--- src/hdl/dlpd_pkg.sv ---
// ---------------------------------------------------------------------------
// dlpd_pkg : shared types and constants for the length-prefix deframer
// Request formats, per-stream context layout and result codes.
// ---------------------------------------------------------------------------
package dlpd_pkg;

    localparam int STREAMS_DEFAULT = 16;

    localparam logic [15:0] MIN_LEN_RESET = 16'd12;

    localparam logic KIND_BYTE  = 1'b0;
    localparam logic KIND_ERROR = 1'b1;

    typedef enum logic [1:0] {
        PH_LEN_HI = 2'd0,
        PH_LEN_LO = 2'd1,
        PH_BODY   = 2'd2,
        PH_HALT   = 2'd3
    } phase_t;

    typedef struct packed {
        logic [3:0] stream_slot;
        logic [7:0] data_byte;
    } in_t;

    typedef struct packed {
        logic [3:0]  out_slot;
        logic        kind;
        logic [7:0]  msg_byte;
        logic        first_mark;
        logic        last_mark;
        logic [15:0] frame_len;
    } out_t;

    // Per-stream framing context as held in the context RAM
    typedef struct packed {
        phase_t      phase;
        logic [15:0] msg_length;
        logic [15:0] byte_position;
    } ctx_t;

    localparam ctx_t CTX_RESET = '{phase: PH_LEN_HI, msg_length: 16'd0, byte_position: 16'd0};

    typedef struct packed {
        logic wr_en;
        logic res_valid;
    } step_ctl_t;

endpackage

--- src/hdl/dns_length_prefix_deframer_top.sv ---
// ---------------------------------------------------------------------------
// dns_length_prefix_deframer_top : per-stream length-prefix deframer
// Strips 2-byte big-endian length prefixes from interleaved byte streams
// and marks message boundaries.
// ---------------------------------------------------------------------------
// The block takes one byte request per clock cycle, each tagged with a
// stream slot, and gives at most one result per byte through the output
// register. Every slot keeps its framing context (phase, length,
// position) in one context RAM: a byte reads its slot's entry in the cycle
// it is taken, and the execute stage computes and writes back the update
// while the next byte's read is under way. A byte that follows one of the
// same slot takes the just-written context from a one-entry bypass, so the
// sustained rate is one byte per cycle for any mix of slots. The byte input
// stalls only while a result is pending in the execute stage, the output
// register is full and the output side is stalling. Slot entries carry valid
// bits cleared by reset, so no clearing pass is needed after reset; a slot
// number at or above STREAMS is taken and dropped. Prefix bytes and zero
// lengths give no result; a nonzero length below min_msg_len gives one
// error result and halts that slot until reset. Write min_msg_len only while
// no byte is in flight.
// ---------------------------------------------------------------------------
module dns_length_prefix_deframer_top #(
    parameter int STREAMS = dlpd_pkg::STREAMS_DEFAULT
) (
    input  logic           clk,
    input  logic           rst_n,

    input  logic           byte_valid,
    output logic           byte_stall,
    input  dlpd_pkg::in_t  byte_req,

    output logic           result_valid,
    input  logic           result_stall,
    output dlpd_pkg::out_t result_req,

    input  logic           cfg_we,
    input  logic [15:0]    cfg_wdata
);

    import dlpd_pkg::*;

    localparam int AW = (STREAMS > 1) ? $clog2(STREAMS) : 1;

    // Configuration
    logic [15:0]    min_msg_len_reg;

    // Accept / read stage
    logic           accept;
    logic           in_range;
    logic [AW+3:0]  slot_wide;
    logic [AW-1:0]  rd_addr;
    logic [$bits(ctx_t)-1:0] rd_data;

    // Execute stage
    logic           s1_valid_reg;
    logic           s1_valid_next;
    in_t            s1_req_reg;
    logic [AW-1:0]  s1_addr_reg;
    logic           s1_adv;
    ctx_t           ctx_cur;
    ctx_t           ctx_new;
    step_ctl_t      ctl;
    out_t           res;
    logic           wr_en;

    // Entry valid bits and write-back bypass
    logic [STREAMS-1:0] ent_valid_reg;
    logic           fwd_valid_reg;
    logic [AW-1:0]  fwd_addr_reg;
    ctx_t           fwd_ctx_reg;

    // Output register
    logic           result_valid_reg;
    out_t           result_req_reg;

    // ---------------------------------------------------------------------
    // Accept and read
    // ---------------------------------------------------------------------
    assign accept    = byte_valid && !byte_stall;
    assign in_range  = (32'(byte_req.stream_slot) < STREAMS);
    assign slot_wide = (AW + 4)'(byte_req.stream_slot);
    assign rd_addr   = slot_wide[AW-1:0];

    // Out-of-range slots are taken and dropped here
    assign s1_valid_next = accept ? in_range : (s1_valid_reg && !s1_adv);

    dlpd_ram #(
        .WIDTH ($bits(ctx_t)),
        .DEPTH (STREAMS),
        .AW    (AW)
    ) u_ctx_ram (
        .clk     (clk),
        .wr_en   (wr_en),
        .wr_addr (s1_addr_reg),
        .wr_data (ctx_new),
        .rd_en   (accept && in_range),
        .rd_addr (rd_addr),
        .rd_data (rd_data)
    );

    // ---------------------------------------------------------------------
    // Execute: pick the freshest context, update, write back
    // ---------------------------------------------------------------------
    always_comb
    begin
        if (fwd_valid_reg && (fwd_addr_reg == s1_addr_reg))
        begin
            // written at the same edge as the read: take the bypass
            ctx_cur = fwd_ctx_reg;
        end
        else if (ent_valid_reg[s1_addr_reg])
        begin
            ctx_cur = ctx_t'(rd_data);
        end
        else
        begin
            ctx_cur = CTX_RESET;
        end
    end

    dlpd_step u_step (
        .ctx_cur (ctx_cur),
        .req     (s1_req_reg),
        .min_len (min_msg_len_reg),
        .ctx_new (ctx_new),
        .ctl     (ctl),
        .res     (res)
    );

    // Hold the execute stage only when its result has nowhere to go
    assign s1_adv     = s1_valid_reg &&
                        (!ctl.res_valid || !result_valid_reg || !result_stall);
    assign byte_stall = s1_valid_reg && !s1_adv;
    assign wr_en      = s1_adv && ctl.wr_en;

    // ---------------------------------------------------------------------
    // Registers
    // ---------------------------------------------------------------------
    always_ff @(posedge clk or negedge rst_n)
    begin
        if (!rst_n)
        begin
            min_msg_len_reg  <= MIN_LEN_RESET;
            s1_valid_reg     <= 1'b0;
            ent_valid_reg    <= '0;
            fwd_valid_reg    <= 1'b0;
            result_valid_reg <= 1'b0;
        end
        else
        begin
            if (cfg_we)
            begin
                min_msg_len_reg <= cfg_wdata;
            end

            s1_valid_reg <= s1_valid_next;

            if (wr_en)
            begin
                ent_valid_reg[s1_addr_reg] <= 1'b1;
                fwd_valid_reg              <= 1'b1;
            end

            if (s1_adv && ctl.res_valid)
            begin
                result_valid_reg <= 1'b1;
            end
            else if (!result_stall)
            begin
                result_valid_reg <= 1'b0;
            end
        end
    end

    // Payload registers
    always_ff @(posedge clk)
    begin
        if (accept)
        begin
            s1_req_reg  <= byte_req;
            s1_addr_reg <= rd_addr;
        end
        if (wr_en)
        begin
            fwd_addr_reg <= s1_addr_reg;
            fwd_ctx_reg  <= ctx_new;
        end
        if (s1_adv && ctl.res_valid)
        begin
            result_req_reg <= res;
        end
    end

    assign result_valid = result_valid_reg;
    assign result_req   = result_req_reg;

`ifndef NO_ASSERTIONS
    // Error results never carry payload or boundary marks
    assert property (@(posedge clk) disable iff (!rst_n)
        (result_valid && (result_req.kind == KIND_ERROR)) |->
            ((result_req.msg_byte == 8'd0) && !result_req.first_mark &&
             !result_req.last_mark))
    else $error("error result carries payload or marks");

    // A one-byte message is first and last at once
    assert property (@(posedge clk) disable iff (!rst_n)
        (result_valid && (result_req.kind == KIND_BYTE) && result_req.first_mark &&
         (result_req.frame_len == 16'd1)) |-> result_req.last_mark)
    else $error("one-byte message without last mark");

    // Input stalls only with a full execute stage behind a blocked output
    assert property (@(posedge clk) disable iff (!rst_n)
        byte_stall |-> (s1_valid_reg && result_valid && result_stall))
    else $error("byte input stalled without back-pressure");

    // The execute stage holds an item only if one was taken or held
    assert property (@(posedge clk) disable iff (!rst_n)
        $rose(s1_valid_reg) |-> $past(accept))
    else $error("execute stage filled without an accepted byte");
`endif

endmodule

--- src/hdl/dlpd_ram.sv ---
// ---------------------------------------------------------------------------
// dlpd_ram : generic single-port-write, single-port-read RAM
// One write and one registered read per cycle; read returns the old data
// on a same-address collision.
// ---------------------------------------------------------------------------
module dlpd_ram #(
    parameter int WIDTH = 8,
    parameter int DEPTH = 16,
    parameter int AW    = (DEPTH > 1) ? $clog2(DEPTH) : 1
) (
    input  logic             clk,
    input  logic             wr_en,
    input  logic [AW-1:0]    wr_addr,
    input  logic [WIDTH-1:0] wr_data,
    input  logic             rd_en,
    input  logic [AW-1:0]    rd_addr,
    output logic [WIDTH-1:0] rd_data
);

    logic [WIDTH-1:0] mem [DEPTH];
    logic [WIDTH-1:0] rd_data_reg;

    always_ff @(posedge clk)
    begin
        if (wr_en)
        begin
            mem[wr_addr] <= wr_data;
        end
        if (rd_en)
        begin
            rd_data_reg <= mem[rd_addr];
        end
    end

    assign rd_data = rd_data_reg;

endmodule

--- src/hdl/dlpd_step.sv ---
// ---------------------------------------------------------------------------
// dlpd_step : framing update for one received byte
// Take the current stream context and the byte, give the new context,
// whether to write it back, and the result, if any.
// ---------------------------------------------------------------------------
module dlpd_step (
    input  dlpd_pkg::ctx_t      ctx_cur,
    input  dlpd_pkg::in_t       req,
    input  logic [15:0]         min_len,
    output dlpd_pkg::ctx_t      ctx_new,
    output dlpd_pkg::step_ctl_t ctl,
    output dlpd_pkg::out_t      res
);

    import dlpd_pkg::*;

    logic [15:0] len_full;
    logic [16:0] pos_inc;
    logic        last;

    assign len_full = {ctx_cur.msg_length[7:0], req.data_byte};
    assign pos_inc  = {1'b0, ctx_cur.byte_position} + 17'd1;
    assign last     = (pos_inc >= {1'b0, ctx_cur.msg_length});

    always_comb
    begin
        ctx_new        = ctx_cur;
        ctl.wr_en      = 1'b0;
        ctl.res_valid  = 1'b0;
        res.out_slot   = req.stream_slot;
        res.kind       = KIND_BYTE;
        res.msg_byte   = 8'd0;
        res.first_mark = 1'b0;
        res.last_mark  = 1'b0;
        res.frame_len  = ctx_cur.msg_length;

        case (ctx_cur.phase)
            PH_LEN_HI:
            begin
                ctx_new.msg_length = {8'd0, req.data_byte};
                ctx_new.phase      = PH_LEN_LO;
                ctl.wr_en          = 1'b1;
            end
            PH_LEN_LO:
            begin
                ctx_new.msg_length    = len_full;
                ctx_new.byte_position = 16'd0;
                ctl.wr_en             = 1'b1;
                if (len_full == 16'd0)
                begin
                    ctx_new.phase = PH_LEN_HI;
                end
                else if (len_full < min_len)
                begin
                    // short length: report once and halt the stream
                    ctx_new.phase = PH_HALT;
                    ctl.res_valid = 1'b1;
                    res.kind      = KIND_ERROR;
                    res.frame_len = len_full;
                end
                else
                begin
                    ctx_new.phase = PH_BODY;
                end
            end
            PH_BODY:
            begin
                ctl.wr_en      = 1'b1;
                ctl.res_valid  = 1'b1;
                res.msg_byte   = req.data_byte;
                res.first_mark = (ctx_cur.byte_position == 16'd0);
                res.last_mark  = last;
                if (last)
                begin
                    ctx_new.byte_position = 16'd0;
                    ctx_new.phase         = PH_LEN_HI;
                end
                else
                begin
                    ctx_new.byte_position = pos_inc[15:0];
                end
            end
            PH_HALT:
            begin
                // drop everything until reset
                ctl.wr_en = 1'b0;
            end
            default:
            begin
                ctl.wr_en = 1'b0;
            end
        endcase
    end

endmodule
--- config.mk ---
export PLATFORM = sky130hd
export DESIGN_NAME = dns_length_prefix_deframer_top
export DESIGN_NICKNAME = d
export VERILOG_FILES = /design/src/hdl/dlpd_pkg.sv /design/src/hdl/dns_length_prefix_deframer_top.sv /design/src/hdl/dlpd_ram.sv /design/src/hdl/dlpd_step.sv
export SDC_FILE = /design/constraint.sdc
export NUM_CORES = 1
export LEC_CHECK = 0
export BUFFER_PORTS_ARGS = -buffer_cell sky130_fd_sc_hd__buf_2
export CAP_MARGIN = 30
export CELL_PAD_IN_SITES_DETAIL_PLACEMENT = 1
export CELL_PAD_IN_SITES_GLOBAL_PLACEMENT = 2
export CORE_UTILIZATION = 45
export CTS_CLUSTER_DIAMETER = 30
export DETAILED_ROUTE_END_ITERATION = 6
export HOLD_SLACK_MARGIN = 0.08
export PLACE_DENSITY_LB_ADDON = 0.3
export SLEW_MARGIN = 20
export SYNTH_ARGS = -nofsm -noshare
export SYNTH_HDL_FRONTEND = slang
export SYNTH_HIERARCHICAL = 1
export SYNTH_SLANG_ARGS = --single-unit
--- constraint.sdc ---
create_clock -name clk -period 8.5 [get_ports clk]
set_input_delay 0 -clock clk [delete_from_list [all_inputs] [get_ports clk]]
set_output_delay 0 -clock clk [all_outputs]
set_load 0.1 [all_outputs]
After elaboration in Yosys (flattened, before gate mapping):

Memory sizes are Yosys's and may differ from the RTL's. A register that Yosys moved wholly into a read port is not among the register bits.
Cells that the tools add are included.

* register bits: 116
* bits in latches: 0
* memory bits (writable): 544
* bits in read-only memories: 0
* bits of input ports: 33
* output and inout port bits: 33
* logic and storage cells: 72
* memories kept: 1

* $add $sub $neg: 1
* multiply operators: 0
* div/mod/pow operators: 0
* magnitude comparators: 4
* equality and inequality tests: 5
* shift-type cells: 0
* mux-type cells: 25
* bitwise operators: 1
* reduce and logical (&&, ||, !) cells: 18

Memories
* u_ctx_ram.mem: depth 16, bits a word 34, read ports 1, clocked after memory_dff 1, write ports 1, line dlpd_ram.sv:20 `logic [WIDTH-1:0] mem [DEPTH];`

Operators with widths (number)
* $mux W34: 2
* $mux W16: 4
* $pmux W16 S2: 2
* $logic_not A16 Y1: 2
* $add A16 B1 Y17 const B: 1
* $ge A17 B16 Y1: 1
* $lt A16 B16 Y1: 1
* $or A16 B16 Y16: 1
* $mux W1: 10
* $logic_and A1 B1 Y1: 7
* $pmux W2 S3: 1
* $logic_not A1 Y1: 5
* $lt A4 B5 Y1 const B: 1
* $bmux W1 S4: 1
* $demux W1 S4: 1
* $eq A2 B2 Y1 const B: 2
* $eq A4 B4 Y1: 1
* $ge A4 B1 Y1 const B: 1
* $mux W2: 2
* $pmux W1 S2: 2
* $reduce_or A3 Y1: 1
* $eq A2 B1 Y1 const B: 1
* $logic_not A2 Y1: 1
* $logic_or A1 B1 Y1: 2
* $ne A2 B1 Y1 const B: 1

Depth between registers and ports, before layout:

Gate-level depths: netlist of run 1.

* word-level depth: 17
* depth in mapped cells: 20
* gate-level depth less buffers: 16

Cells and area by module:

Netlist of run 1, hierarchy kept.

By module, submodules not included
* dlpd_ram: times used 1, cells an instance 888, area an instance 21416.8 sq um, sequential area each 17356.6 sq um
* dns_length_prefix_deframer_top: times used 1, cells an instance 270, area an instance 4687.0 sq um, sequential area each 3310.7 sq um
* dlpd_step: times used 1, cells an instance 290, area an instance 2003.2 sq um, sequential area each 0.0 sq um

Worst setup path after synthesis of run 1:

OpenSTA, ideal clock, no wires.

* path kind: reg-to-reg
* start point: register s1_addr_reg[0]
* end point: memory u_ctx_ram/mem[0][0] (netlist bit) (enable)
* setup time: 0.467 ns
* data arrival time: 6.932 ns
* data required time: 8.033 ns
* slack: 1.100 ns
* stages on the path, launching flop included: 21
* path buffers: 5
* clock period less this slack: 7.400 ns
* path through: edfxtp_1 buf_6 mux4_2 nand2_1 and3_1 buf_6 buf_12 o2bb2ai_2 ha_1 a21o_1 a21oi_1 o2111ai_1 a211o_1 buf_6 buf_6 a21boi_0 nand3_1 nand3_1 inv_1 or3b_2 nor3_1

RTL lines
* start, declared: line dns_length_prefix_deframer_top.sv:58 `logic [AW-1:0] s1_addr_reg;`
* start signal, assigned: line dns_length_prefix_deframer_top.sv:181 `s1_addr_reg <= rd_addr;`
* end, declared: line dlpd_ram.sv:20

==> results of run 1 <==
==> area by class of cell <==
type / instances / area (um^2) / area share
Clock buffer: 163 / 3790 / 0.107
Sequential cell: 694 / 20700 / 0.584
Multi-Input combinational cell: 627 / 6990 / 0.198
Antenna cell: 1 / 2.50 / 0.0000707
Timing Repair Buffer: 188 / 1470 / 0.0415
Inverter: 48 / 180 / 0.00509
Clock inverter: 103 / 1230 / 0.0348
Tap cell: 837 / 1050 / 0.0296
==> worst max-delay path, delay by kind of cell, from the launching register on <==
| kind | cells | cell delay [ps] |
|---|---|---|
| AND/OR/NAND/NOR | 5 | 1860 |
| multiplexers | 1 | 600 |
| AO/OA/AOI/OAI | 5 | 930 |
| flip-flops | 1 | 940 |
| adder cells (fa/ha/maj) | 1 | 440 |
| buffers and inverters | 4 | 1660 |
==> layout by cell type, fill, tap and decap left out, types with 14 or more instances in the layout <==
cell,instances
nand3_1,15
dfrtp_1,33
nand2_1,75
clkinvlp_4,15
inv_6,14
clkbuf_16,149
buf_4,47
a22oi_1,69
bufinv_16,20
dlygate4sd3_1,73
clkinv_4,17
o21ai_0,44
buf_2,64
clkinv_1,14
nor2_4,14
mux4_2,140
ha_1,38
xnor2_1,14
clkinv_2,17
mux2_2,30
o2bb2ai_2,30
edfxtp_1,659
inv_1,47
==> path summary, 6_finish.rpt <==
| path | from | end | slack (ps) | cells after the start |
|---|---|---|---|---|
| max | s1_addr_reg[0] | u_ctx_ram/mem[0][12] | 1580 | 16 |
| max in group asynchronous | rst_n | min_msg_len_reg[1] | 7810 | 4 |
| min in group asynchronous | rst_n | min_msg_len_reg[3] | 470 | 3 |
| min reg2reg | ent_valid_reg[8] | ent_valid_reg[8] | 450 | 1 |
| max reg2reg | s1_addr_reg[0] | u_ctx_ram/mem[0][12] | 1580 | 16 |
| min | byte_req[9] | u_ctx_ram/rd_data[31] | 130 | 4 |
==> where the power goes <==
group	switching, mW	total (mW)	internal (mW)
clock	1.89	5.73	3.84
sequential	0.0653	4.12	4.06
combinational	0.716	1.04	0.324
==> per-layer routing <==
layer	up-vias	routed length, um	track usage
met4	0	2560	0.107
li1	6506	-	-
met2	611	37900	0.405
met1	8185	31500	0.325
met5	-	0	0
met3	150	4770	0.0519
==> per-stage QoR <==
step	hold slack (ps)	instance area, um^2	cells	utilization	worst slack (ps)
finish	131	35400	2661	0.573	1580
global route	147	35400	2661	0.573	1380
CTS	97.3	35400	2660	0.573	1660
detailed placement	134	29600	2320	0.480	1720
global placement	140	29500	2312	0.478	1980
floorplan	-296	28100	1448	-	1100
==> cell families (layout without fill, tap and decap cells) <==
logic type | Yosys count | count (layout) | synth area share
muxes | 174 | 174 | 0.126
adders and majority gates | 38 | 38 | 0.0169
AOI/OAI and AO/OA | 216 | 216 | 0.0616
xor gates and xnor gates | 15 | 15 | 0.00467
buffers and inverters | 127 | 502 | 0.0228
DFF | 694 | 694 | 0.735
and+or+nand+nor | 184 | 184 | 0.0325
other | 0 | 1 | 0
==> what timing repair did <==
action,4_1_cts,5_1_grt
endpoints found under the hold margin,96,0
hold buffers,74,0
gates resized for setup,0,0
==> results.sh, run 1 <==
export IMPL_cpPeakStageDelay_ps=940
export IMPL_num_vias=15452
export IMPL_final_net_count=1774
export IMPL_yosysTopAreaCell="edfxtp_1"
export IMPL_cts_path_max_buffers=3
export IMPL_yosys_warnings=6
export IMPL_async_flop_share=0.0504
export IMPL_cts_max_level=4
export IMPL_hold_viol=0
export IMPL_netlist_instances=1448
export IMPL_worst_pin_slew_ps=1020
export IMPL_largest_register_ffs=544
export IMPL_layout_min_cycle_time_ps=6920
export IMPL_synth_cell_types=58
export IMPL_gp_congestion=0.871
export IMPL_finalPower_mw=10.9
export IMPL_yosysMostFrequentCell="edfxtp_1"
export IMPL_synth_edf_count=659
export IMPL_netlist_area_leader_share=0.704
export IMPL_clkSlewWorstSetupHoldPaths_ps=60
export IMPL_finalWirelength_um=76700
export IMPL_fillers=5392
export IMPL_arrival_ps=7240
export IMPL_grt_pass1_vias=16903
export IMPL_area_growth_pct=25.9
export IMPL_drc=0
export IMPL_dieArea_um2=63500
export IMPL_crit_chain="mux4_2, a22oi_1, and3_2, buf_4, o2bb2ai_2, ha_1, o2111ai_1, a211o_1, a21boi_0, nand3_1, nand3_1, inv_2, buf_4, or3b_2, nor3_2, buf_4"
export IMPL_peakVddDrop_mv=0.145
export IMPL_viasPerCell=5.81
export IMPL_critPathCaptureType="flip-flop"
export IMPL_start_kind="flip-flop"
export IMPL_postCtsSetupRepairBufs=0
export IMPL_maxCapViolCount=0
export IMPL_critPathMaxFanout=44
export IMPL_slew_headroom=0.318
export IMPL_io_pins=66
export IMPL_syn_num_nets=1519
export IMPL_row_count=91
export IMPL_fp_dieH_um=252
export IMPL_yosys_top_cells_area="edfxtp_1, mux4_2, dfrtp_1"
export IMPL_drt_iter0_drc=1206
export IMPL_syn_avg_cell_area_um2=19.4
export IMPL_p_per_area_nw_per_um2=308
export IMPL_tritoncts="done"
export IMPL_overflow=0
export IMPL_initial_core_util=0.455
export IMPL_insertion_delay_ps=720
export IMPL_synthFlopType="edfxtp_1"
export IMPL_skew_ps=31.0
export IMPL_fmax_ghz=0.145
export IMPL_setup_viol=0
export IMPL_grt_usage=0.249
export IMPL_core_um2=61700
export IMPL_die_width_um=252
export IMPL_outcome="complete, no violations"
export IMPL_cts_buffers=144
export IMPL_antenna_found_initial=2
export IMPL_grt_max_degree=83
export IMPL_portBuffers=65
export IMPL_drive_gt1_frac=0.331
export IMPL_yosys_register_bits=694
export IMPL_seq_area_frac_synth=0.735
export IMPL_fin_tns_setup_ps=0
export IMPL_crit_slowest_cell="edfxtp_1"
export IMPL_crit_type="flip-flop to flip-flop"
export IMPL_drt_pass1_iter_count=5
export IMPL_required_ps=8820
export IMPL_final_antenna_net_count=0
export IMPL_timing_final_crit_share=0.814
export IMPL_synth_common_cells="edfxtp_1, mux4_2, nand2_1, a22oi_1, inv_1"
export IMPL_ctsRootBufferMaster="clkbuf_16"
export IMPL_cts_sinks=694
export IMPL_syn_area_um2=28100
export IMPL_slew_violations=0
export IMPL_wl_per_cell_um=28.8
export IMPL_min_path_type="input pin to flip-flop"
export IMPL_cp_common_cell="buf_4"
export IMPL_grt_pass1_wl_um=113000
export IMPL_p_leak_nw=12.3
export IMPL_rsz0062_at_grt="false"
export IMPL_hpwl_um=41400
Power figures use the tool's default switching activity.
==> run 2, diff against run 1 <==
--- a/config.mk
+++ b/config.mk
@@ -9,7 +9,7 @@
 export CAP_MARGIN = 30
 export CELL_PAD_IN_SITES_DETAIL_PLACEMENT = 1
 export CELL_PAD_IN_SITES_GLOBAL_PLACEMENT = 2
-export CORE_UTILIZATION = 45
+export CORE_UTILIZATION = 44
 export CTS_CLUSTER_DIAMETER = 30
 export DETAILED_ROUTE_END_ITERATION = 6
 export HOLD_SLACK_MARGIN = 0.08
==> constraint.sdc (replaced) <==
create_clock -name clk -period 5.6 [get_ports clk]
set_input_delay 0 -clock clk [delete_from_list [all_inputs] [get_ports clk]]
set_output_delay 0 -clock clk [all_outputs]
set_load 0.1 [all_outputs]
==> run 2 against run 1 <==
Net effect: non-clock buffer count up 27; sequential cell count unchanged; critical path depth up 3; clock-buffer cell count decreased by 3; setup slack got worse by 1200 ps; combinational power up 54%; highest routed layer unchanged.
==> results.sh, run 2 (synthesis gave the netlist of run 1 again) <==
export IMPL_grt_pass1_wl_um=112000
export IMPL_drt_pass1_iter_count=7
export IMPL_p_per_area_nw_per_um2=460
export IMPL_cpPeakStageDelay_ps=430
export IMPL_use_met1=0.326
export IMPL_viasPerCell=5.77
export IMPL_cts_path_max_buffers=3
export IMPL_hpwl_um=42900
export IMPL_fin_tns_setup_ps=0
export IMPL_cts_max_level=4
export IMPL_portBuffers=65
export IMPL_crit_slowest_cell="and4bb_2"
export IMPL_cts_sinks=694
export IMPL_maxCapViolCount=0
export IMPL_finalWirelength_um=76300
export IMPL_start_kind="flip-flop"
export IMPL_rsz0062_at_grt="false"
export IMPL_skew_ps=37.8
export IMPL_gr_usage_met3=0.0504
export IMPL_layout_commonest_cell="edfxtp_1"
export IMPL_wl_per_cell_um=28.5
export IMPL_hold_viol=0
export IMPL_insertion_delay_ps=710
export IMPL_area_growth_pct=26.1
export IMPL_required_ps=6130
export IMPL_slew_violations=0
export IMPL_grt_busiest_layer="met2"
export IMPL_critPathTopFamily="simple AND/OR/NAND/NOR gates"
export IMPL_grt_max_degree=70
export IMPL_critPathCaptureType="flip-flop"
export IMPL_crit_chain="buf_4, mux4_2, a22oi_1, and3_2, buf_12, o2bb2ai_1, ha_1, nand3_1, nor3_1, nand3_1, xnor2_1, ha_1, a21o_1, a21oi_1, o21ai_1, and4bb_2, nand2_1, o221ai_1, buf_4"
export IMPL_dp_cells=2354
export IMPL_slew_headroom=0.414
export IMPL_timing_final_crit_share=0.930
export IMPL_setup_viol=0
export IMPL_row_count=92
export IMPL_critPathMaxFanout=19
export IMPL_dieArea_um2=64900
export IMPL_fmax_ghz=0.192
export IMPL_peakVddDrop_mv=0.245
export IMPL_io_pins=66
export IMPL_tritoncts="done"
export IMPL_drive_gt1_frac=0.331
export IMPL_largest_register_ffs=544
export IMPL_num_vias=15456
export IMPL_grt_pass1_vias=16571
export IMPL_fp_dieH_um=255
export IMPL_gp_congestion=0.849
export IMPL_core_um2=63100
export IMPL_final_antenna_net_count=0
export IMPL_clkSlewWorstSetupHoldPaths_ps=40
export IMPL_final_cell_mix="edfxtp_1, mux4_2, clkbuf_16"
export IMPL_worst_pin_slew_ps=880
export IMPL_antenna_found_initial=3
export IMPL_layout_min_cycle_time_ps=5210
export IMPL_initial_core_util=0.446
export IMPL_cts_buffers=135
export IMPL_arrival_ps=5730
export IMPL_crit_buf_inv=3
export IMPL_use_met2=0.398
export IMPL_p_leak_nw=12.3
export IMPL_min_path_type="input pin to flip-flop"
export IMPL_final_net_count=1792
export IMPL_ctsRootBufferMaster="clkbuf_16"
export IMPL_crit_type="flip-flop to flip-flop"
export IMPL_drc=0
export IMPL_antennaDiodeCount=0
export IMPL_overflow=0
export IMPL_die_width_um=255
export IMPL_outcome="complete, no violations"
export IMPL_drt_iter0_drc=1341
export IMPL_final_cells=2678
export IMPL_grt_usage=0.243
==> run 2: layout make-up <==
cell class,count,area (um^2)
fill,5571,27600
sequential,694,20700
multi-input combinational,627,7000
clock buffer,160,3560
timing repair buffer,215,1730
clock inverter,88,1250
tap,846,1060
inverter,48,184
==> run 2: power breakdown <==
part / internal (mW) / switching [mW] / leakage, nW / total (mW)
Sequential: 6.16 / 0.0926 / 6.51 / 6.25
Combinational: 0.518 / 1.09 / 3.50 / 1.60
Clock: 5.68 / 2.76 / 2.33 / 8.44
Total: 12.4 / 3.94 / 12.3 / 16.3
==> run 2: final timing paths <==
path	endpoint	depth (start not counted)	slack, ps	start
min	result_valid	4	170	result_stall
max reg2reg	u_ctx_ram/mem[5][10]	19	390	s1_addr_reg[0]
min in group asynchronous	min_msg_len_reg[3]	3	450	rst_n
max in group asynchronous	min_msg_len_reg[15]	4	4940	rst_n
min reg2reg	ent_valid_reg[6]	1	450	ent_valid_reg[6]
max	u_ctx_ram/mem[5][10]	19	390	s1_addr_reg[0]
==> run 2: metal layers <==
layer / vias to the layer above / routed length [um]
met4: 0 / 1540
met2: 574 / 37500
met3: 121 / 5100
met5: - / 0
met1: 8237 / 32100
li1: 6524 / -
==> run 2: per-stage QoR <==
stage	utilization	total power, mW	area, um^2	setup WS [ps]	hold slack, ps
6_report	0.562	16.3	35400	394	174
5_1_grt	0.562	16.8	35400	71.1	164
4_1_cts	0.562	16.4	35400	131	113
3_5_place_dp	0.473	7.89	29900	180	143
3_3_place_gp	0.473	7.83	29900	412	135
2_1_floorplan	-	7.33	28200	0.985	-296
==> run 2: worst min-delay path, stage by stage <==
cell	delay (ps)
dlygate4sd3_1	530
buf_2	170
nand2_1	70
nand2_1	50
==> run 2: repair_timing <==
action | in CTS | in global routing
gates resized for setup | 0 | 2
hold endpoints to repair | 96 | 0
hold buffers | 74 | 0
setup endpoints to repair | 0 | 274
setup buffers | 0 | 2
